## config.mk

```make
export PLATFORM = sky130hd
export DESIGN_NAME = bfg_ctrl
export DESIGN_NICKNAME = d
export VERILOG_FILES = /design/src/hdl/bilateral_filter_gray_defines.svh /design/src/hdl/bfg_pkg.sv /design/src/hdl/bfg_ctrl.sv
export SDC_FILE = /design/constraint.sdc
export NUM_CORES = 1
export LEC_CHECK = 0
export BUFFER_PORTS_ARGS = -buffer_cell sky130_fd_sc_hd__buf_2
export CAP_MARGIN = 20
export CORE_UTILIZATION = 55
export CTS_CLUSTER_SIZE = 12
export DETAILED_ROUTE_END_ITERATION = 8
export GPL_ROUTABILITY_DRIVEN = 0
export PLACE_DENSITY = 0.82
export SLEW_MARGIN = 20
export SYNTH_ARGS = -nofsm -noshare
export SYNTH_HDL_FRONTEND = slang
export SYNTH_SLANG_ARGS = --single-unit
```

## constraint.sdc

```tcl
create_clock -name aclk -period 4.65 [get_ports aclk]
set_input_delay 0.93 -clock aclk [delete_from_list [all_inputs] [get_ports aclk]]
set_output_delay 0.93 -clock aclk [all_outputs]
set_load 0.01 [all_outputs]
```

## src/hdl/bilateral_filter_gray_defines.svh

```systemverilog
// assertion macros for the filter top level
`ifndef BILATERAL_FILTER_GRAY_DEFINES_SVH
`define BILATERAL_FILTER_GRAY_DEFINES_SVH

// condition holds in the same cycle as the trigger
`define BFG_ASSERT_SAME(lbl, trig, cond, msg) \
    lbl: assert property (@(posedge aclk) disable iff (!aresetn) (trig) |-> (cond)) \
        else $error(msg);

// condition holds in the cycle after the trigger
`define BFG_ASSERT_NEXT(lbl, trig, cond, msg) \
    lbl: assert property (@(posedge aclk) disable iff (!aresetn) (trig) |=> (cond)) \
        else $error(msg);

`endif

```

## src/hdl/bfg_pkg.sv

```systemverilog
package bfg_pkg;

    localparam int RADIUS     = 4;
    localparam int TAPS       = 2 * RADIUS + 1;
    localparam int SLOTS      = 2 * RADIUS;
    localparam int SLOT_BITS  = $clog2(SLOTS);
    localparam int MAX_WIDTH  = 2048;
    localparam int COL_BITS   = $clog2(MAX_WIDTH);
    localparam int ROW_BITS   = 13;
    localparam int MAX_HEIGHT = 4096;
    localparam int LS_ABITS   = SLOT_BITS + COL_BITS;
    localparam int TAP_BITS   = $clog2(TAPS);
    localparam int K_BITS     = $clog2(RADIUS + 1);
    localparam int WB         = 16;
    localparam int SHIFT_A    = (WB > 16) ? 2 * (WB - 16) : 0;
    localparam int SHIFT_B    = (WB > 16) ? (WB - 16) : 0;
    localparam int SP_BITS    = 2 * WB - SHIFT_A;
    localparam int W_BITS     = SP_BITS + WB - SHIFT_B;
    localparam int ACC_GROW   = $clog2(TAPS * TAPS);
    localparam int DEN_BITS   = W_BITS + ACC_GROW;
    localparam int NUM_BITS   = W_BITS + 8 + ACC_GROW;
    localparam int MAC_STEPS  = TAPS * TAPS;
    localparam int CNT_BITS   = $clog2(MAC_STEPS + 2);

    typedef logic [1:0]    op_t;
    typedef logic [7:0]    pixel_t;
    typedef logic [WB-1:0] weight_t;

    localparam op_t OP_SPATIAL = 2'd0;
    localparam op_t OP_RANGE   = 2'd1;
    localparam op_t OP_PIXEL   = 2'd2;
    localparam op_t OP_FLUSH   = 2'd3;

    localparam logic [1:0] CFG_WIDTH  = 2'd0;
    localparam logic [1:0] CFG_HEIGHT = 2'd1;

    typedef struct packed {
        logic                take;
        logic                rd_en;
        logic                rd_cap;
        logic [TAP_BITS-1:0] rd_tap;
        logic                store;
        logic                win_load;
        logic                win_repl;
        logic                mac_clear;
        logic                mac_step;
        logic                col_rot;
        logic [TAP_BITS-1:0] ti;
        logic [TAP_BITS-1:0] tj;
        logic                div_init;
        logic                div_step;
        logic                out_load;
        logic                out_last;
        logic                out_done;
        logic [K_BITS-1:0]   ext_k;
        logic                pos_update;
    } cmd_t;

    typedef struct packed {
        logic in_frame;
        logic row_end;
        logic frame_end;
        logic emit_main;
        logic ext_ok;
        logic out_free;
    } status_t;

endpackage

```

## src/hdl/bfg_ctrl.sv

```systemverilog
module bfg_ctrl (
    input  logic             aclk,
    input  logic             aresetn,
    input  logic             s_tvalid,
    input  bfg_pkg::op_t     s_op,
    output logic             s_tready,
    input  bfg_pkg::status_t st,
    output bfg_pkg::cmd_t    cmd
);
    import bfg_pkg::*;

    localparam logic [3:0] S_IDLE = 4'd0;
    localparam logic [3:0] S_READ = 4'd1;
    localparam logic [3:0] S_UPD  = 4'd2;
    localparam logic [3:0] S_MAC0 = 4'd3;
    localparam logic [3:0] S_MAC  = 4'd4;
    localparam logic [3:0] S_DIV  = 4'd5;
    localparam logic [3:0] S_OUT  = 4'd6;
    localparam logic [3:0] S_REPL = 4'd7;
    localparam logic [3:0] S_FIN  = 4'd8;

    logic [3:0]          state_reg, state_next;
    logic [CNT_BITS-1:0] cnt_reg, cnt_next;
    logic [TAP_BITS-1:0] ti_reg, ti_next, tj_reg, tj_next;
    logic [K_BITS-1:0]   k_reg, k_next;

    always_ff @(posedge aclk) begin
        if (!aresetn) begin
            state_reg <= S_IDLE;
            cnt_reg   <= '0;
            ti_reg    <= '0;
            tj_reg    <= '0;
            k_reg     <= '0;
        end else begin
            state_reg <= state_next;
            cnt_reg   <= cnt_next;
            ti_reg    <= ti_next;
            tj_reg    <= tj_next;
            k_reg     <= k_next;
        end
    end

    always_comb begin
        state_next = state_reg;
        cnt_next   = cnt_reg;
        ti_next    = ti_reg;
        tj_next    = tj_reg;
        k_next     = k_reg;
        s_tready   = 1'b0;
        cmd        = '0;
        cmd.ext_k  = k_reg;
        cmd.rd_tap = cnt_reg[TAP_BITS-1:0];
        cmd.ti     = ti_reg;
        cmd.tj     = tj_reg;
        unique case (state_reg)
            S_IDLE: begin
                s_tready = 1'b1;
                cmd.take = s_tvalid;
                cnt_next = '0;
                if (s_tvalid && (s_op == OP_PIXEL || (s_op == OP_FLUSH && !st.in_frame)))
                    state_next = S_READ;
            end
            S_READ: begin
                cmd.rd_en  = (cnt_reg < CNT_BITS'(TAPS));
                cmd.rd_cap = (cnt_reg != '0);
                if (cnt_reg == CNT_BITS'(TAPS)) begin
                    state_next = S_UPD;
                end else begin
                    cnt_next = cnt_reg + 1'b1;
                end
            end
            S_UPD: begin
                cmd.store    = 1'b1;
                cmd.win_load = 1'b1;
                k_next       = '0;
                if (st.emit_main) begin
                    state_next = S_MAC0;
                end else if (st.row_end) begin
                    k_next     = K_BITS'(1);
                    state_next = S_REPL;
                end else begin
                    state_next = S_FIN;
                end
            end
            S_MAC0: begin
                cmd.mac_clear = 1'b1;
                cnt_next      = '0;
                ti_next       = '0;
                tj_next       = '0;
                state_next    = S_MAC;
            end
            S_MAC: begin
                cmd.mac_step = (cnt_reg < CNT_BITS'(MAC_STEPS));
                cmd.col_rot  = (ti_reg == TAP_BITS'(TAPS - 1));
                if (cmd.mac_step) begin
                    if (cmd.col_rot) begin
                        ti_next = '0;
                        tj_next = tj_reg + 1'b1;
                    end else begin
                        ti_next = ti_reg + 1'b1;
                    end
                end
                if (cnt_reg == CNT_BITS'(MAC_STEPS + 1)) begin
                    cnt_next   = '0;
                    state_next = S_DIV;
                end else begin
                    cnt_next = cnt_reg + 1'b1;
                end
            end
            S_DIV: begin
                cmd.div_init = (cnt_reg == '0);
                cmd.div_step = (cnt_reg != '0);
                if (cnt_reg == CNT_BITS'(8)) begin
                    state_next = S_OUT;
                end else begin
                    cnt_next = cnt_reg + 1'b1;
                end
            end
            S_OUT: begin
                cmd.out_last = (k_reg == '0) ? !st.row_end : (k_reg == K_BITS'(RADIUS));
                cmd.out_done = cmd.out_last && st.row_end && st.frame_end;
                if (st.out_free) begin
                    cmd.out_load = 1'b1;
                    if (cmd.out_last) begin
                        state_next = S_FIN;
                    end else begin
                        k_next     = k_reg + 1'b1;
                        state_next = S_REPL;
                    end
                end
            end
            S_REPL: begin
                cmd.win_repl = 1'b1;
                if (st.ext_ok) begin
                    state_next = S_MAC0;
                end else if (k_reg == K_BITS'(RADIUS)) begin
                    state_next = S_FIN;
                end else begin
                    k_next = k_reg + 1'b1;
                end
            end
            S_FIN: begin
                cmd.pos_update = 1'b1;
                state_next     = S_IDLE;
            end
            default: state_next = S_IDLE;
        endcase
    end

endmodule

```

### Word level (Yosys, flattened, before mapping)

Cells that the tools add are included.

* mux-type cells: 40
* reduce and logical (&&, ||, !) cells: 20
* $add $sub $neg: 4
* equal/unequal tests: 28
* order comparisons: 2

Operator list (count)
* $mux W4: 14
* $pmux W4 S8: 1
* $pmux W7 S4: 1
* $ne A2 B2 Y1 const B: 12
* $mux W7: 3
* $eq A4 B3 Y1 const B: 4
* $pmux W4 S2: 2
* $mux W3: 5
* $eq A7 B4 Y1 const B: 2
* $mux W1: 9
* $pmux W3 S3: 1
* $add A4 B1 Y4 const B: 2
* $eq A4 B2 Y1 const B: 2
* $eq A4 B4 Y1 const B: 2
* $mux W2: 4
* $add A7 B1 Y7 const B: 1
* $eq A7 B7 Y1 const B: 1
* $logic_not A7 Y1: 1
* $lt A7 B4 Y1 const B: 1
* $lt A7 B7 Y1 const B: 1
* $reduce_bool A7 Y1: 1
* $reduce_and A3 Y1: 2
* $reduce_and A6 Y1: 1
* $reduce_and A5 Y1: 1
* 15 further kinds: 20

* register bits after elaboration: 22
* word-level logic and storage cells: 99

### Logic depth before layout (Yosys ltp)

* depth in word-level cells: 6
* mapped depth: 8

### Worst setup path after synthesis

Ideal clock, no wire load.

* path kind: flip-flop to output port
* from: register state_reg[0]
* to: output cmd[28] in the netlist's numbering
* cell stages (with the launch flop): 4
* path slack: 1952 ps
* required time: 3720 ps
* buffers on the path: 1
* arrival time: 1768 ps
* cell sequence: dfxtp_1 > buf_2 > or4b_2 > a2111oi_0

RTL lines
* from (decl): line bfg_ctrl.sv:22 `logic [3:0] state_reg, state_next;`
* from (signal assigned): line bfg_ctrl.sv:35 `state_reg <= state_next;`
* to (decl): line bfg_ctrl.sv:8 `output bfg_pkg::cmd_t cmd`

==> impl_metrics.yaml <==
run_status:
  status: "complete, but fails checks"
  violations: "design-rule violations"
synth:
  ys_types: 55
  async_flop_share_pct: 0
  synth_area_leaders: "dfxtp_1 26%, ha_1 6.6%, mux2i_1 5.3%, nand2_1 5.1%, nor2_1 4.0%"
  synth_seq_cells: 22
  synth_flop_cell: "dfxtp_1"
  synthTopCellsByCount: "23 x nand2_1, 22 x dfxtp_1, 18 x nor2_1"
  synth_nets: 238
  yosysSeqAreaShare_pct: 25.9
  yosysTopAreaCellShare_pct: 25.9
  synthCells: 218
  synth_warnings: 0
  synth_edf_count: 0
  synth.avg_cell_area_um2: 7.79
  syn_area_um2: 1700
  yosysMostFrequentCell: "nand2_1"
  synth_top_cell_by_area: "dfxtp_1"
timing:
  fin_skew_ps: 4.95
  layout_min_cycle_time_ps: 3220
  finalHoldViolations: 0
  rsz0062_at_grt: "false"
  fmax_mhz: 311
  slew_headroom_pct: 40.7
  maxSlewViolCount: 0
  whs_ps: 502
  finalWorstSetupSlack_ps: 1430
  setup_violations: 0
  post-route-period-util_pct: 69.2
  tns_ps: 0
  worstMarginPinSlew_ps: 877
flow_run:
  maxCapViolCount: 0
worst_setup_path:
  crit_slowest_cell: "dfxtp_1"
  path_buf_inv: 1
  path_max_fanout: 21
  crit_chain: "or4b_2 > a2111oi_0 > buf_2"
  worstPathArrival_ps: 2290
  reg2reg_slack_ps: 2420
  setup.worst_path.class: "reg2out"
  critical_path.top_delay_family: "flip-flops"
  endpoint_kind: "output port"
  crit_required_ps: 3720
  cpPeakStageDelay_ps: 750
  critPathLaunchType: "register"
power_and_ir_drop:
  p_per_area_nw_per_um2: 370
  total_power_uw: 705
  peakVddDrop_v: 0.000251
  leakagePower_nw: 0.886
clock_tree:
  insertion_delay_ps: 310
  cts_setup_buffers: 0
  cts.clk_slew.worst_paths_ps: 130
  cts_resized: 0
  htreeDepth: 1
  cts_hold_buffers: 0
  cts_tree: "built"
  clockBufferDepth: 2
  cts_sinks: 22
  root_buffer: "clkbuf_4"
  cts_buffers: 3
floorplan:
  coreArea_um2: 2830
  row_count: 19
  io_pins: 42
  fp.dieArea_um2: 3310
  die-width_um: 57.6
  start_util_pct: 60.0
  fp.dieH_um: 57.6
global_routing:
  antenna_found_initial: 0
  first_global_vias: 1412
  grt-ovfl-total: 0
  gr-usage-all-layers_pct: 23.9
  grt_max_degree: 22
  grt_pass1_wl_um: 6270
finish:
  drive_above_1_share_pct: 23.1
  largest_reg_flops: 7
  nNetsFinal: 268
  flow.area_growth_from_synthesis_pct: 12.2
  fill_cells: 263
  n_antenna_cell: 0
drt:
  vias: 1656
  dr.first_iter.drc_count: 77
  drcViolationCount: 3
  vias_per_cell: 5.96
  antenna_left: 0
  totalWireLength_um: 3810
  avgRoutedWirePerCell_um: 13.7
  dr.pass1.iters: 6
placed_design:
  place_ws_ps: 1840
  hpwl_um: 2740
  io_buffers: 41
min_path:
  min_path_type: "reg2reg"
==> metal layers <==
layer	vias to the layer above	part of all wire, %	track usage (%)
li1	838	-	-
met1	752	47	33.6
met2	61	46	36.9
met3	5	5.9	3.40
met5	-	0	0
met4	0	1.2	9.41
==> final timing paths <==
kind	cells after the start	start	endpoint
setup / recovery	3	state_reg[0]	cmd[28]
hold / removal	2	tj_reg[3]	tj_reg[3]
setup reg to reg	7	cnt_reg[0]	state_reg[3]
hold reg to reg	2	tj_reg[3]	tj_reg[3]
==> layout by cell type (no fill, tap or decap), types with 3 or more instances in the layout <==
cell,Yosys,routed
clkbuf_4,0,3
dfxtp_1,22,22
or3_1,3,3
o21ai_0,7,7
o21ai_1,3,3
a21oi_1,8,8
and3_1,6,6
o211ai_1,3,3
a31oi_1,3,3
nand2b_1,9,9
nand3b_1,4,4
mux2i_1,9,9
buf_2,3,41
nand3_1,6,6
ha_1,9,9
and2_1,3,3
nor3_1,4,4
nor2b_1,4,4
nand2_1,23,23
nand4_1,3,3
nor2_1,18,18
inv_1,14,14
==> cell families (layout without fill, tap and decap cells) <==
family | count (synthesis) | count (layout) | synth area share [%]
multiplexers | 9 | 9 | 5.31
flip-flops | 22 | 22 | 25.9
adder cells (fa/ha/maj) | 9 | 9 | 6.63
AO/OA/AOI/OAI | 46 | 46 | 20.0
XOR/XNOR | 3 | 3 | 1.55
buffers and inverters | 31 | 60 | 8.62
AND/OR/NAND/NOR | 98 | 98 | 32.0
==> worst reg2reg max path: cells and delay by family (launching register included) <==
family	cells	cell delay, ps
flip-flops	1	380
AND/OR/NAND/NOR	4	1110
buffers and inverters	1	150
AO/OA/AOI/OAI	1	360
adder cells (fa/ha/maj)	1	170
==> cell type report <==
cell class                      count  area (um^2)  area share, %
Multi-Input combinational cell    165         1110           58.3
Sequential cell                    22          440           23.1
Timing Repair Buffer               41          205           10.8
Inverter                           15         56.3           2.96
Tap cell                           31         38.8           2.04
Clock inverter                      1         30.0           1.58
Clock buffer                        3         22.5           1.18
==> power by group <==
| part | leakage [nW] | internal, mW | switching [mW] |
|---|---|---|---|
| Sequential | 0.178 | 0.203 | 0.0464 |
| Clock | 0.0279 | 0.0871 | 0.0629 |
| Combinational | 0.680 | 0.135 | 0.171 |
==> per-stage QoR <==
stage	area (um^2)	std cells	util, %
after detailed placement	1850	274	65.5
after global placement	1850	274	65.5
final	1900	278	67.3
after CTS	1900	278	67.3
after global routing	1900	278	67.3
after floorplan	1700	218	-
Note: power is estimated with default switching activity, not from simulation.
